===== config.mk =====
export PLATFORM = sky130hd
export DESIGN_NAME = aging_priority_scheduler_top
export DESIGN_NICKNAME = d
export VERILOG_FILES = /design/src/hdl/aps_pkg.sv /design/src/hdl/aging_priority_scheduler_top.sv
export VERILOG_INCLUDE_DIRS = /design/src /design/src/hdl
export SDC_FILE = /design/constraint.sdc
export NUM_CORES = 1
export LEC_CHECK = 0
export ABC_AREA = 1
export BUFFER_PORTS_ARGS = -buffer_cell sky130_fd_sc_hd__buf_2
export CORE_MARGIN = 5
export CORE_UTILIZATION = 30
export CTS_CLUSTER_SIZE = 24
export DETAILED_ROUTE_END_ITERATION = 7
export PLACE_DENSITY = 0.41
export SETUP_SLACK_MARGIN = 0.5
export SKIP_LAST_GASP = 1
export SLEW_MARGIN = 20
export SYNTH_ARGS = -nofsm -noshare
export SYNTH_HDL_FRONTEND = slang
export SYNTH_SLANG_ARGS = --single-unit

===== constraint.sdc =====
create_clock -name clock -period 10.4 [get_ports clock]
set_input_delay 1.56 -clock clock [delete_from_list [all_inputs] [get_ports clock]]
set_output_delay 1.56 -clock clock [all_outputs]
set_load 0.01 [all_outputs]

===== src/hdl/aging_priority_scheduler_top_defines.svh =====
// Assertion macros shared by the scheduler RTL.
`ifndef AGING_PRIORITY_SCHEDULER_TOP_DEFINES_SVH
`define AGING_PRIORITY_SCHEDULER_TOP_DEFINES_SVH

// Same-cycle implication.
`define APS_ASSERT_NOW(name, clk, rst, ante, cons, msg) \
   name: assert property (@(posedge clk) disable iff (rst) (ante) |-> (cons)) \
      else $error(msg);

// Next-cycle implication.
`define APS_ASSERT_NEXT(name, clk, rst, ante, cons, msg) \
   name: assert property (@(posedge clk) disable iff (rst) (ante) |=> (cons)) \
      else $error(msg);

`endif


===== src/hdl/aps_pkg.sv =====
package aps_pkg;

   localparam int N_SLOTS_DEF = 16;

   localparam int OP_W     = 3;
   localparam int SLOT_FW  = 4;
   localparam int PIN_W    = 7;
   localparam int STATUS_W = 2;
   localparam int PRIO_W   = 6;

   typedef logic signed [PRIO_W-1:0] prio_type;
   typedef logic signed [PIN_W-1:0]  prio_in_type;

   localparam logic [OP_W-1:0] OP_ADD    = 3'd0;
   localparam logic [OP_W-1:0] OP_REMOVE = 3'd1;
   localparam logic [OP_W-1:0] OP_SET    = 3'd2;
   localparam logic [OP_W-1:0] OP_GET    = 3'd3;
   localparam logic [OP_W-1:0] OP_SCHED  = 3'd4;

   localparam logic [STATUS_W-1:0] STS_OK    = 2'd0;
   localparam logic [STATUS_W-1:0] STS_NONE  = 2'd1;
   localparam logic [STATUS_W-1:0] STS_WRONG = 2'd2;

   localparam prio_type PRIO_MAX = 6'sd20;
   localparam prio_type PRIO_MIN = -6'sd20;

   function automatic prio_type clamp_prio(input prio_in_type p);
      prio_type r;
      if (p > PIN_W'(PRIO_MAX)) begin
         r = PRIO_MAX;
      end else if (p < PIN_W'(PRIO_MIN)) begin
         r = PRIO_MIN;
      end else begin
         r = prio_type'(p);
      end
      return r;
   endfunction

endpackage


===== src/hdl/aging_priority_scheduler_top.sv =====
// Channel  Direction  Handshake          Payload
// req      in         req_valid/ready    req_op, req_slot, req_priority_in, req_use_current
// rsp      out        rsp_valid/ready    rsp_status, rsp_selected_slot, rsp_priority_out
//
// One item is in flight at a time; req_ready is high only while the sequencer is idle.
// Add, set, get and every rejected item go from look-up to done; an accepted remove first
// scans all slots in ST_REM and a schedule with a ready task in ST_SCHED, then ST_RELOAD.
// Synchronous active-high reset clears the whole slot table, the state, counters and valid flags.
// A finished result waits in the output register; the next item is accepted meanwhile,
// and a stalled rsp channel only holds the following result in its final step.
`include "aging_priority_scheduler_top_defines.svh"

module aging_priority_scheduler_top
   import aps_pkg::*;
#(
   parameter int N_SLOTS = N_SLOTS_DEF
) (
   input  logic                       clock,
   input  logic                       reset,
   input  logic                       req_valid,
   output logic                       req_ready,
   input  logic [OP_W-1:0]            req_op,
   input  logic [SLOT_FW-1:0]         req_slot,
   input  logic signed [PIN_W-1:0]    req_priority_in,
   input  logic                       req_use_current,
   output logic                       rsp_valid,
   input  logic                       rsp_ready,
   output logic [STATUS_W-1:0]        rsp_status,
   output logic [SLOT_FW-1:0]         rsp_selected_slot,
   output logic signed [PRIO_W-1:0]   rsp_priority_out
);

   localparam int SLOT_W = $clog2(N_SLOTS);
   localparam int RANK_W = SLOT_W;
   localparam int CNT_W  = $clog2(N_SLOTS + 1);
   localparam int CMP_W  = 7;
   localparam logic [SLOT_W-1:0] LAST_IDX = SLOT_W'(N_SLOTS - 1);

   localparam logic [2:0] ST_IDLE   = 3'd0;
   localparam logic [2:0] ST_LOOK   = 3'd1;
   localparam logic [2:0] ST_REM    = 3'd2;
   localparam logic [2:0] ST_SCHED  = 3'd3;
   localparam logic [2:0] ST_RELOAD = 3'd4;
   localparam logic [2:0] ST_DONE   = 3'd5;

   typedef struct packed {
      logic              rdy;
      prio_type          stat;
      prio_type          dyn;
      logic [RANK_W-1:0] rank;
   } entry_type;

   logic [2:0]            state_ff, state_in;
   logic [OP_W-1:0]       op_ff, op_in;
   logic [SLOT_FW-1:0]    slot_ff, slot_in;
   prio_type              prio_ff, prio_in;
   logic                  usecur_ff, usecur_in;
   logic [SLOT_W-1:0]     cnt_ff, cnt_in;
   logic [RANK_W-1:0]     rank_s_ff, rank_s_in;
   logic [SLOT_W-1:0]     best_ff, best_in;
   logic                  best_v_ff, best_v_in;
   prio_type              best_dyn_ff, best_dyn_in;
   logic [RANK_W-1:0]     best_rank_ff, best_rank_in;
   logic [STATUS_W-1:0]   res_status_ff, res_status_in;
   logic [SLOT_FW-1:0]    res_sel_ff, res_sel_in;
   prio_type              res_prio_ff, res_prio_in;
   logic [CNT_W-1:0]      count_ff, count_in;
   logic [SLOT_W-1:0]     cur_slot_ff, cur_slot_in;
   logic                  cur_v_ff, cur_v_in;
   logic                  rsp_valid_ff, rsp_valid_in;
   logic [STATUS_W-1:0]   rsp_status_ff, rsp_status_in;
   logic [SLOT_FW-1:0]    rsp_sel_ff, rsp_sel_in;
   prio_type              rsp_prio_ff, rsp_prio_in;

   logic [N_SLOTS-1:0]    rdy_ff;
   prio_type              stat_ff [N_SLOTS];
   prio_type              dyn_ff [N_SLOTS];
   logic [RANK_W-1:0]     rank_ff [N_SLOTS];

   logic [SLOT_W-1:0]     slot_idx;
   logic [SLOT_W-1:0]     addr;
   logic                  in_range;
   entry_type             rd_ent;
   entry_type             wr_ent;
   logic                  wr_en;
   prio_type              aged;
   logic                  better;

   assign slot_idx = SLOT_W'(slot_ff);
   assign in_range = CMP_W'(slot_ff) < CMP_W'(N_SLOTS);

   always_comb begin
      unique case (state_ff)
         ST_LOOK: begin
            addr = (op_ff == OP_GET && usecur_ff) ? cur_slot_ff : slot_idx;
         end
         ST_RELOAD: begin
            addr = best_ff;
         end
         default: begin
            addr = cnt_ff;
         end
      endcase
   end

   assign rd_ent.rdy  = rdy_ff[addr];
   assign rd_ent.stat = stat_ff[addr];
   assign rd_ent.dyn  = dyn_ff[addr];
   assign rd_ent.rank = rank_ff[addr];

   assign aged   = (rd_ent.dyn > PRIO_MIN) ? prio_type'(rd_ent.dyn - 6'sd1) : rd_ent.dyn;
   assign better = !best_v_ff || (aged < best_dyn_ff) ||
                   ((aged == best_dyn_ff) && (rd_ent.rank < best_rank_ff));

   always_comb begin
      state_in      = state_ff;
      op_in         = op_ff;
      slot_in       = slot_ff;
      prio_in       = prio_ff;
      usecur_in     = usecur_ff;
      cnt_in        = cnt_ff;
      rank_s_in     = rank_s_ff;
      best_in       = best_ff;
      best_v_in     = best_v_ff;
      best_dyn_in   = best_dyn_ff;
      best_rank_in  = best_rank_ff;
      res_status_in = res_status_ff;
      res_sel_in    = res_sel_ff;
      res_prio_in   = res_prio_ff;
      count_in      = count_ff;
      cur_slot_in   = cur_slot_ff;
      cur_v_in      = cur_v_ff;
      rsp_valid_in  = rsp_valid_ff && !rsp_ready;
      rsp_status_in = rsp_status_ff;
      rsp_sel_in    = rsp_sel_ff;
      rsp_prio_in   = rsp_prio_ff;
      wr_en         = 1'b0;
      wr_ent        = rd_ent;
      req_ready     = (state_ff == ST_IDLE);

      unique case (state_ff)
         ST_IDLE: begin
            if (req_valid) begin
               op_in     = req_op;
               slot_in   = req_slot;
               prio_in   = clamp_prio(req_priority_in);
               usecur_in = req_use_current;
               cnt_in    = '0;
               best_v_in = 1'b0;
               state_in  = ST_LOOK;
            end
         end
         ST_LOOK: begin
            res_status_in = STS_OK;
            res_sel_in    = '0;
            res_prio_in   = '0;
            state_in      = ST_DONE;
            unique case (op_ff)
               OP_ADD: begin
                  if (!in_range || rd_ent.rdy) begin
                     res_status_in = STS_WRONG;
                  end else begin
                     wr_en       = 1'b1;
                     wr_ent.rdy  = 1'b1;
                     wr_ent.stat = '0;
                     wr_ent.dyn  = '0;
                     wr_ent.rank = RANK_W'(count_ff);
                     count_in    = count_ff + CNT_W'(1);
                  end
               end
               OP_REMOVE: begin
                  if (!in_range || !rd_ent.rdy) begin
                     res_status_in = STS_WRONG;
                  end else begin
                     rank_s_in = rd_ent.rank;
                     state_in  = ST_REM;
                  end
               end
               OP_SET: begin
                  if (!in_range) begin
                     res_status_in = STS_WRONG;
                  end else begin
                     wr_en       = 1'b1;
                     wr_ent.stat = prio_ff;
                     wr_ent.dyn  = prio_ff;
                  end
               end
               OP_GET: begin
                  if (usecur_ff) begin
                     if (!cur_v_ff) begin
                        res_status_in = STS_NONE;
                     end else begin
                        res_prio_in = rd_ent.stat;
                     end
                  end else if (!in_range) begin
                     res_status_in = STS_WRONG;
                  end else begin
                     res_prio_in = rd_ent.stat;
                  end
               end
               OP_SCHED: begin
                  if (count_ff == '0) begin
                     res_status_in = STS_NONE;
                  end else begin
                     state_in = ST_SCHED;
                  end
               end
               default: begin
                  res_status_in = STS_WRONG;
               end
            endcase
         end
         ST_REM: begin
            if (rd_ent.rdy && (rd_ent.rank > rank_s_ff)) begin
               wr_en       = 1'b1;
               wr_ent.rank = rd_ent.rank - RANK_W'(1);
            end
            if (cnt_ff == slot_idx) begin
               wr_en       = 1'b1;
               wr_ent.rdy  = 1'b0;
               wr_ent.rank = '0;
               count_in    = count_ff - CNT_W'(1);
               if (cur_v_ff && (cur_slot_ff == slot_idx)) begin
                  cur_v_in = 1'b0;
               end
            end
            if (cnt_ff == LAST_IDX) begin
               state_in = ST_DONE;
            end else begin
               cnt_in = cnt_ff + SLOT_W'(1);
            end
         end
         ST_SCHED: begin
            if (rd_ent.rdy) begin
               wr_en      = 1'b1;
               wr_ent.dyn = aged;
               if (better) begin
                  best_in      = cnt_ff;
                  best_v_in    = 1'b1;
                  best_dyn_in  = aged;
                  best_rank_in = rd_ent.rank;
               end
            end
            if (cnt_ff == LAST_IDX) begin
               state_in = ST_RELOAD;
            end else begin
               cnt_in = cnt_ff + SLOT_W'(1);
            end
         end
         ST_RELOAD: begin
            if (best_v_ff) begin
               wr_en       = 1'b1;
               wr_ent.dyn  = rd_ent.stat;
               cur_slot_in = best_ff;
               cur_v_in    = 1'b1;
               res_sel_in  = SLOT_FW'(best_ff);
            end else begin
               res_status_in = STS_NONE;
            end
            state_in = ST_DONE;
         end
         ST_DONE: begin
            if (!rsp_valid_ff || rsp_ready) begin
               rsp_valid_in  = 1'b1;
               rsp_status_in = res_status_ff;
               rsp_sel_in    = res_sel_ff;
               rsp_prio_in   = res_prio_ff;
               state_in      = ST_IDLE;
            end
         end
         default: begin
            state_in = ST_IDLE;
         end
      endcase
   end

   always_ff @(posedge clock) begin
      if (reset) begin
         state_ff     <= ST_IDLE;
         count_ff     <= '0;
         cur_slot_ff  <= '0;
         cur_v_ff     <= 1'b0;
         rsp_valid_ff <= 1'b0;
         best_v_ff    <= 1'b0;
         cnt_ff       <= '0;
         rdy_ff       <= '0;
         for (int i = 0; i < N_SLOTS; i++) begin
            stat_ff[i] <= '0;
            dyn_ff[i]  <= '0;
            rank_ff[i] <= '0;
         end
      end else begin
         state_ff     <= state_in;
         count_ff     <= count_in;
         cur_slot_ff  <= cur_slot_in;
         cur_v_ff     <= cur_v_in;
         rsp_valid_ff <= rsp_valid_in;
         best_v_ff    <= best_v_in;
         cnt_ff       <= cnt_in;
         if (wr_en) begin
            rdy_ff[addr]  <= wr_ent.rdy;
            stat_ff[addr] <= wr_ent.stat;
            dyn_ff[addr]  <= wr_ent.dyn;
            rank_ff[addr] <= wr_ent.rank;
         end
      end
   end

   always_ff @(posedge clock) begin
      op_ff         <= op_in;
      slot_ff       <= slot_in;
      prio_ff       <= prio_in;
      usecur_ff     <= usecur_in;
      rank_s_ff     <= rank_s_in;
      best_ff       <= best_in;
      best_dyn_ff   <= best_dyn_in;
      best_rank_ff  <= best_rank_in;
      res_status_ff <= res_status_in;
      res_sel_ff    <= res_sel_in;
      res_prio_ff   <= res_prio_in;
      rsp_status_ff <= rsp_status_in;
      rsp_sel_ff    <= rsp_sel_in;
      rsp_prio_ff   <= rsp_prio_in;
   end

   assign rsp_valid         = rsp_valid_ff;
   assign rsp_status        = rsp_status_ff;
   assign rsp_selected_slot = rsp_sel_ff;
   assign rsp_priority_out  = rsp_prio_ff;

   `APS_ASSERT_NOW(a_count_matches_flags, clock, reset, 1'b1,
      $countones(rdy_ff) == int'(count_ff), "ready count disagrees with ready flags")
   `APS_ASSERT_NOW(a_current_is_ready, clock, reset, cur_v_ff,
      rdy_ff[cur_slot_ff], "current task is not ready")
   `APS_ASSERT_NEXT(a_one_item_at_a_time, clock, reset, req_valid && req_ready,
      !req_ready, "new transfer accepted while busy")

endmodule

==> results.md, run 1 <==
* Outcome: complete, no violations
* Placement Cell Area at 18100 sq um
* Worst setup EP type: flop
* Dpl hpwl at around 39 mm
* Number of global-route vias before repair at roughly 13000
* Worst Hold Margin at 0.419 ns
* Synthesized area per cell at 9.33 sq um
* Final worst slack at 3.95 ns
* Rows at 88
* Nets at 1904
* Num CTS Buffers at 42
* Worst-Margin Slew at 1.14 ns
* Total core area at 57700 sq um
* Final setup vio count at 0
* Max Clk Rate at 155 MHz
* Total GRT Usage at 18.3%
* Crit path kind: reg2reg
* Commonest non-fill, non-tap cell in the layout: nand2_1
* RePlAce Congestion at 0.847
* Clk root buf: clkbuf_16
* Maximum VDD drop at 0.000154 V
* Hold Path Sink: rsp_status[0]
* RSZ-0062 raised after global routing: no
* Die Area at about 63000 sq um
* Crit path launch type: flop
* YS warnings at 0
* Hold-critical path depth at 0
* Mapped Cells at 1870
* Post-detailed-route count of antenna-violating nets at 0
* Final core occ at about 34%
* Clock sink count at about 350
* CP Max Fanout at 39
* Leading cell types in the layout, fill and taps excluded: nand2_1 (512), edfxtp_1 (312), nor2_1 (242)
* Worst Reg2Reg Path Length in Cells at 29
* Die Y at 251 microns
* Slew headroom at approximately 24%
* Dominant synthesized flop cell: edfxtp_1
* Maximum single-stage delay on the critical path at a little under 0.7 ns
* First-pass GRT wire length at 86.3 mm
* DR WL/cell at 22.3 microns
* R2R setup slack at 3.95 ns
* Worst EP required at 10.84 ns
* Final instance area at 19500 sq um
* Syn Nets at about 1900
* Worst-case clock buffer depth at 3
* Antenna cells at 0
* Share of layout cells above drive strength 1 at 10.4%
* Largest net degree at the start of global routing at 53
* Pwr dens at 249 nW/um^2
* CP max stage cell: nand4_1
* CP bufs+invs at 7
* Register area share after synthesis at 57.7%
* Area growth syn-to-layout at 11.7%
* Reg-to-reg startpoint: state_ff[1]
* Leakage at 8.30 nW
* Period utilization at 62.1%
* Register bit total from synthesis at 347
* Final clock skew at 0.0270 ns
* DRC Markers at 0
* Initial antenna violation count at 2
* Final Hold Fails at 0
* Chip width at between 200 and 300 microns
* CP dominant cell by count: nand2_1
* IO Port Bufs at 32
* Total of max-cap violations at 0
* Clock-pin slew on the worst setup and hold paths at about 0.06 ns
* Total Routed Length at 59.4 mm
* Iter 0 DRT Violations at between 1000 and 1500
* Via density at 4.90
* Post-Syn Area at 17400 sq um
* Cell family with most CP delay: simple AND/OR/NAND/NOR gates
* RR Endpoint: dyn_ff[0][4]
* Post-synth ARST share at 0%
* Router iterations before antenna repair at 8
* Grt total ovfl at 0
* Hold path startpoint: res_status_ff[0]
* Postcts setup bufs at 0
* Worst EP arrival at 6.89 ns
* TritonCTS clock tree: built
* Clk_lat worst skew at between 0.5 and 0.6 ns
* Starting Density at 30.2%
* I/O pins at 33
* # H-tree levels at 2
* Count of cell types in the netlist at 52
* Via count at approximately 13000
* HP Class: reg2reg
* Final TNS setup at 0 ns
* Min cycle time layout at roughly 6.5 ns
* Final slew viol count at 0
* Post-synth EDFFs at 312
* Dpl ws at 4.00 ns
* Hold_buf cts at 0
* Post-CTS Resized at 0
-- where the power goes --
part | switching, W | total (W) | internal, W
combinational | 0.00137 | 0.00170 | 0.000332
sequential | 0.0000350 | 0.00165 | 0.00161
clock | 0.000612 | 0.00150 | 0.000892
-- cells in the mapped netlist, types with 12 or more instances --
| cell type | count | area [sq um] |
|---|---|---|
| nand4_1 | 19 | 119 |
| nand2_1 | 512 | 1920 |
| a21oi_1 | 81 | 405 |
| o21ai_0 | 55 | 275 |
| inv_2 | 12 | 45.0 |
| ha_1 | 20 | 250 |
| inv_1 | 196 | 736 |
| dfxtp_1 | 35 | 701 |
| nor2_1 | 243 | 912 |
| a22oi_1 | 30 | 225 |
| nand2_2 | 12 | 75.1 |
| edfxtp_1 | 312 | 9370 |
| buf_2 | 60 | 300 |
| buf_6 | 15 | 169 |
| nand3_1 | 112 | 561 |
| nand3b_1 | 14 | 105 |
| o21ai_1 | 12 | 60.1 |
| nand4_4 | 13 | 277 |
| nor2_4 | 13 | 146 |
-- stage by stage --
stage | total power (W) | instances
floorplan | 0.00271 | 1870
global placement | 0.00339 | 2585
detailed placement | 0.00338 | 2585
CTS | 0.00489 | 2662
global route | 0.00507 | 2662
finish | 0.00485 | 2662
-- flip-flops by register name, summed over array words and instances (netlist names), 5 cells and up --
signal and flops:
rdy_ff 16, rank_ff 64, best_dyn_ff 6, res_prio_ff 6
count_ff 5, stat_ff 96, dyn_ff 96, rsp_priority_out 6
prio_ff 6
-- logic make-up after synthesis --
group | count (synthesis) | share of synthesized area (%)
simple gates | 976 | 25.3
xor+xnor | 8 | 0.402
fa+ha+maj | 21 | 1.55
compound gates | 210 | 6.97
flops | 347 | 57.7
buf+inv | 308 | 8.03
-- layout make-up --
cell class / instances / area [sq um]
Fill cell: 6039 / 38200
Sequential cell: 347 / 10100
Multi-Input combinational cell: 1215 / 6010
Clock buffer: 56 / 1210
Tap cell: 765 / 957
Inverter: 210 / 788
Timing Repair Buffer: 48 / 280
Clock inverter: 21 / 185
-- worst max-delay path by stage --
stage	startpoint	end	slack, ns	depth (start not counted)
final	state_ff[1]	dyn_ff[0][4]	3.95	29
after global routing	state_ff[1]	dyn_ff[2][4]	3.47	29
after CTS	state_ff[1]	dyn_ff[0][1]	3.98	29
after detailed placement	state_ff[1]	dyn_ff[0][4]	4.00	29
after global placement	state_ff[1]	dyn_ff[0][4]	4.15	29
after floorplan	state_ff[1]	dyn_ff[13][0]	6.09	27
-- worst register-to-register path: cells and delay by family (launching register included) --
kind / cells / cell delay (ns)
DFF: 1 / 0.31
adders and majority gates: 1 / 0.29
AOI/OAI and AO/OA: 4 / 0.47
and+or+nand+nor: 17 / 3.29
buffers and inverters: 7 / 1.96
-- routing by layer --
metal  track usage, %  share of wire (%)
met2             28.9                 45
met1             26.6                 47
met3             2.75                6.1
met4             4.74                2.3
met5                0                  0
(Power assumes the default switching activity.)
==> run 2, diff against run 1 <==
--- a/config.mk
+++ b/config.mk
@@ -12,7 +12,7 @@
 export CORE_UTILIZATION = 30
 export CTS_CLUSTER_SIZE = 24
 export DETAILED_ROUTE_END_ITERATION = 7
-export PLACE_DENSITY = 0.41
+export PLACE_DENSITY = 0.43
 export SETUP_SLACK_MARGIN = 0.5
 export SKIP_LAST_GASP = 1
 export SLEW_MARGIN = 20
==> constraint.sdc (replaced) <==
create_clock -name clock -period 5.5 [get_ports clock]
set_input_delay 0.825 -clock clock [delete_from_list [all_inputs] [get_ports clock]]
set_output_delay 0.825 -clock clock [all_outputs]
set_load 0.01 [all_outputs]
==> run 2 against run 1 <==
  * Clock power increased by 90%
  * Utilization increased by 1.5 points
  * Critical path depth decreased by 2
  * Largest cell class unchanged
  * Total power increased by 90%
  * Largest power group unchanged
  * Cell count increased by 3.2%
  * Die area unchanged
  * Register-to-register slack got worse by 3.2 ns
  * Sequential power increased by 88%
==> results.md, run 2 (synthesis results as in run 1) <==
* Outcome: complete, no violations
* Final Hold Fails at 0 (unchanged)
* Register area at 10100 sq um (unchanged)
* Multi-input logic area at 6030 sq um (+0.35%)
* Final worst slack at 0.794 ns (-3.15 ns)
* Largest net degree at the start of global routing at 44 (-17%)
* Final TNS setup at 0 ns (unchanged)
* Commonest non-fill, non-tap cell in the layout: nand2_1
* Pwr dens at 454 nW/um^2 (+82%)
* First-pass GRT wire length at 83.6 mm (-3.1%)
* RePlAce Congestion at 0.865 (+2.1%)
* CP Max Fanout at 20 (-49%)
* Crit path kind: reg2reg
* Dpl hpwl at 38.6 mm (-0.13%)
* Via count at 13300 (+2.1%)
* Clock sink count at 347 (unchanged)
* Final setup vio count at 0 (unchanged)
* DR WL/cell at 20.6 microns (-7.5%)
* HP Class: reg2reg
* Iter 0 DRT Violations at 1142 (-4.7%)
* Post-detailed-route count of antenna-violating nets at 0 (unchanged)
* Num CTS Buffers at 42 (unchanged)
* RSZ-0062 raised after global routing: yes
* Rows at 88 (unchanged)
* Die Area at 63100 sq um (unchanged)
* Leading cell types in the layout, fill and taps excluded: nand2_1 (511), edfxtp_1 (312), nor2_1 (242)
* Worst-case clock buffer depth at 3 (unchanged)
* Crit path launch type: flop
* Fillers at 6006 (-0.55%)
* Antenna cells at 0 (unchanged)
* Slew headroom at 30.8% (+6.6 points)
* Via density at 4.85 (-1.1%)
* Final slew viol count at 0 (unchanged)
* IO Port Bufs at 32 (unchanged)
* Min cycle time layout at 4.71 ns (-1.75 ns)
* TritonCTS clock tree: built
* Area growth syn-to-layout at 16.6%
* Leakage at 8.78 nW (+5.7%)
* Starting Density at 30.2% (unchanged)
* DRC Markers at 0 (unchanged)
* # H-tree levels at 2 (unchanged)
* Regs by FF count: dyn_ff: 96 flops, stat_ff: 96 flops, rank_ff: 64 flops
* Dpl ws at 0.221 ns (-3.77 ns)
* Die Y at 251 microns (unchanged)
* Max Clk Rate at 212 MHz (+37%)
* Chip width at 251 microns (unchanged)
* I/O pins at 33 (unchanged)
* Total of max-cap violations at 0 (unchanged)
* Hold_buf cts at 0 (unchanged)
* Total GRT Usage at 17.5% (-0.85 points)
* Number of global-route vias before repair at 13000 (+2.1%)
* Clock-pin slew on the worst setup and hold paths at 0.06 ns (about the same)
* Clk_lat worst skew at 0.57 ns (about the same)
* Total core area at 57700 sq um (unchanged)
* Router iterations before antenna repair at 5 (-3)
* Maximum VDD drop at 0.000211 V (+37%)
* Clk root buf: clkbuf_16
* Period utilization at 85.6% (+24 points)
* Worst EP arrival at 5.13 ns (-1.76 ns)
* Nets at 1989 (+4.5%)
* Final clock skew at 0.0195 ns (-0.00752 ns)
* Total Routed Length at 56.7 mm (-4.5%)
* Worst EP required at 5.93 ns (-4.91 ns)
* Share of layout cells above drive strength 1 at 14.4% (+3.9 points)
* Grt total ovfl at 0 (unchanged)
* Worst-Margin Slew at 1.03 ns (-0.104 ns)
* Initial antenna violation count at 1 (-1)
* Worst setup EP type: flop
## run 2: path summary, 6_finish.rpt
kind | slack (ns) | endpoint | cells after the start | start
max reg2reg | 0.79 | dyn_ff[11][4] | 27 | state_ff[0]
max | 0.79 | dyn_ff[11][4] | 27 | state_ff[0]
min reg2reg | 0.42 | rsp_selected_slot[1] | 0 | res_sel_ff[1]
min | 0.42 | rsp_selected_slot[1] | 0 | res_sel_ff[1]
## run 2: layout make-up
| type | count | share of cell area, % |
|---|---|---|
| clock inverters | 15 | 0.732 |
| flip-flops and latches | 347 | 49.5 |
| inverters | 210 | 3.91 |
| clock buffers | 63 | 6.21 |
| repair buffers | 133 | 5.31 |
| multi-input cells | 1215 | 29.6 |
| well taps | 765 | 4.71 |
## run 2: layer usage
metal  track usage [%]  wire [microns]  vias to the layer above
met5                 0               0                        -
met4              5.27            1520                        0
met3              3.45            3320                       88
met2              28.6           26600                      370
met1              23.6           25300                     6501
li1                  -               -                     6362
## run 2: through the flow
step	cell area, sq um	util, %	total power [W]	cells	hold slack [ns]
2_1_floorplan	17400	-	0.00513	1870	0.400
5_1_grt	20300	35.3	0.00969	2748	0.420
4_1_cts	20200	35.0	0.00928	2735	0.403
6_report	20300	35.3	0.00924	2748	0.416
3_5_place_dp	18800	32.5	0.00640	2655	0.405
3_3_place_gp	18800	32.5	0.00641	2655	0.403
## run 2: critical path, stage by stage (launching register included)
cell and delay (ns):
dfxtp_1 0.36, inv_1 0.11, nand2_1 0.14, nor2_4 0.06, nor2_4 0.18, inv_2 0.10, o21ai_4 0.36, nand2_1 0.12
buf_4 0.18, buf_4 0.17, o22ai_1 0.30, o21ai_0 0.15, nand2_1 0.15, nor2_4 0.06, ha_1 0.29, inv_1 0.04
nor2_1 0.07, o21ai_0 0.07, a32oi_1 0.22, nand2_2 0.11, nand2_1 0.06, nand2_1 0.12, nand2_8 0.28, buf_4 0.22
nand4_4 0.25, inv_1 0.22, nand2_1 0.07, inv_1 0.07
## run 2: where the power goes
part           leakage (nW)  total (W)  switching [W]  internal [W]
Combinational          4.62    0.00328        0.00245      0.000834
Sequential             3.46    0.00310      0.0000586       0.00304
Clock                 0.696    0.00285        0.00113       0.00173
## run 2: timing repair
item	4_1_cts	5_1_grt
setup buffers	2	13
gates cloned	0	0
setup endpoints to repair	14	175
pin swaps	0	5
endpoints found under the hold margin	0	0
resized for setup	2	13
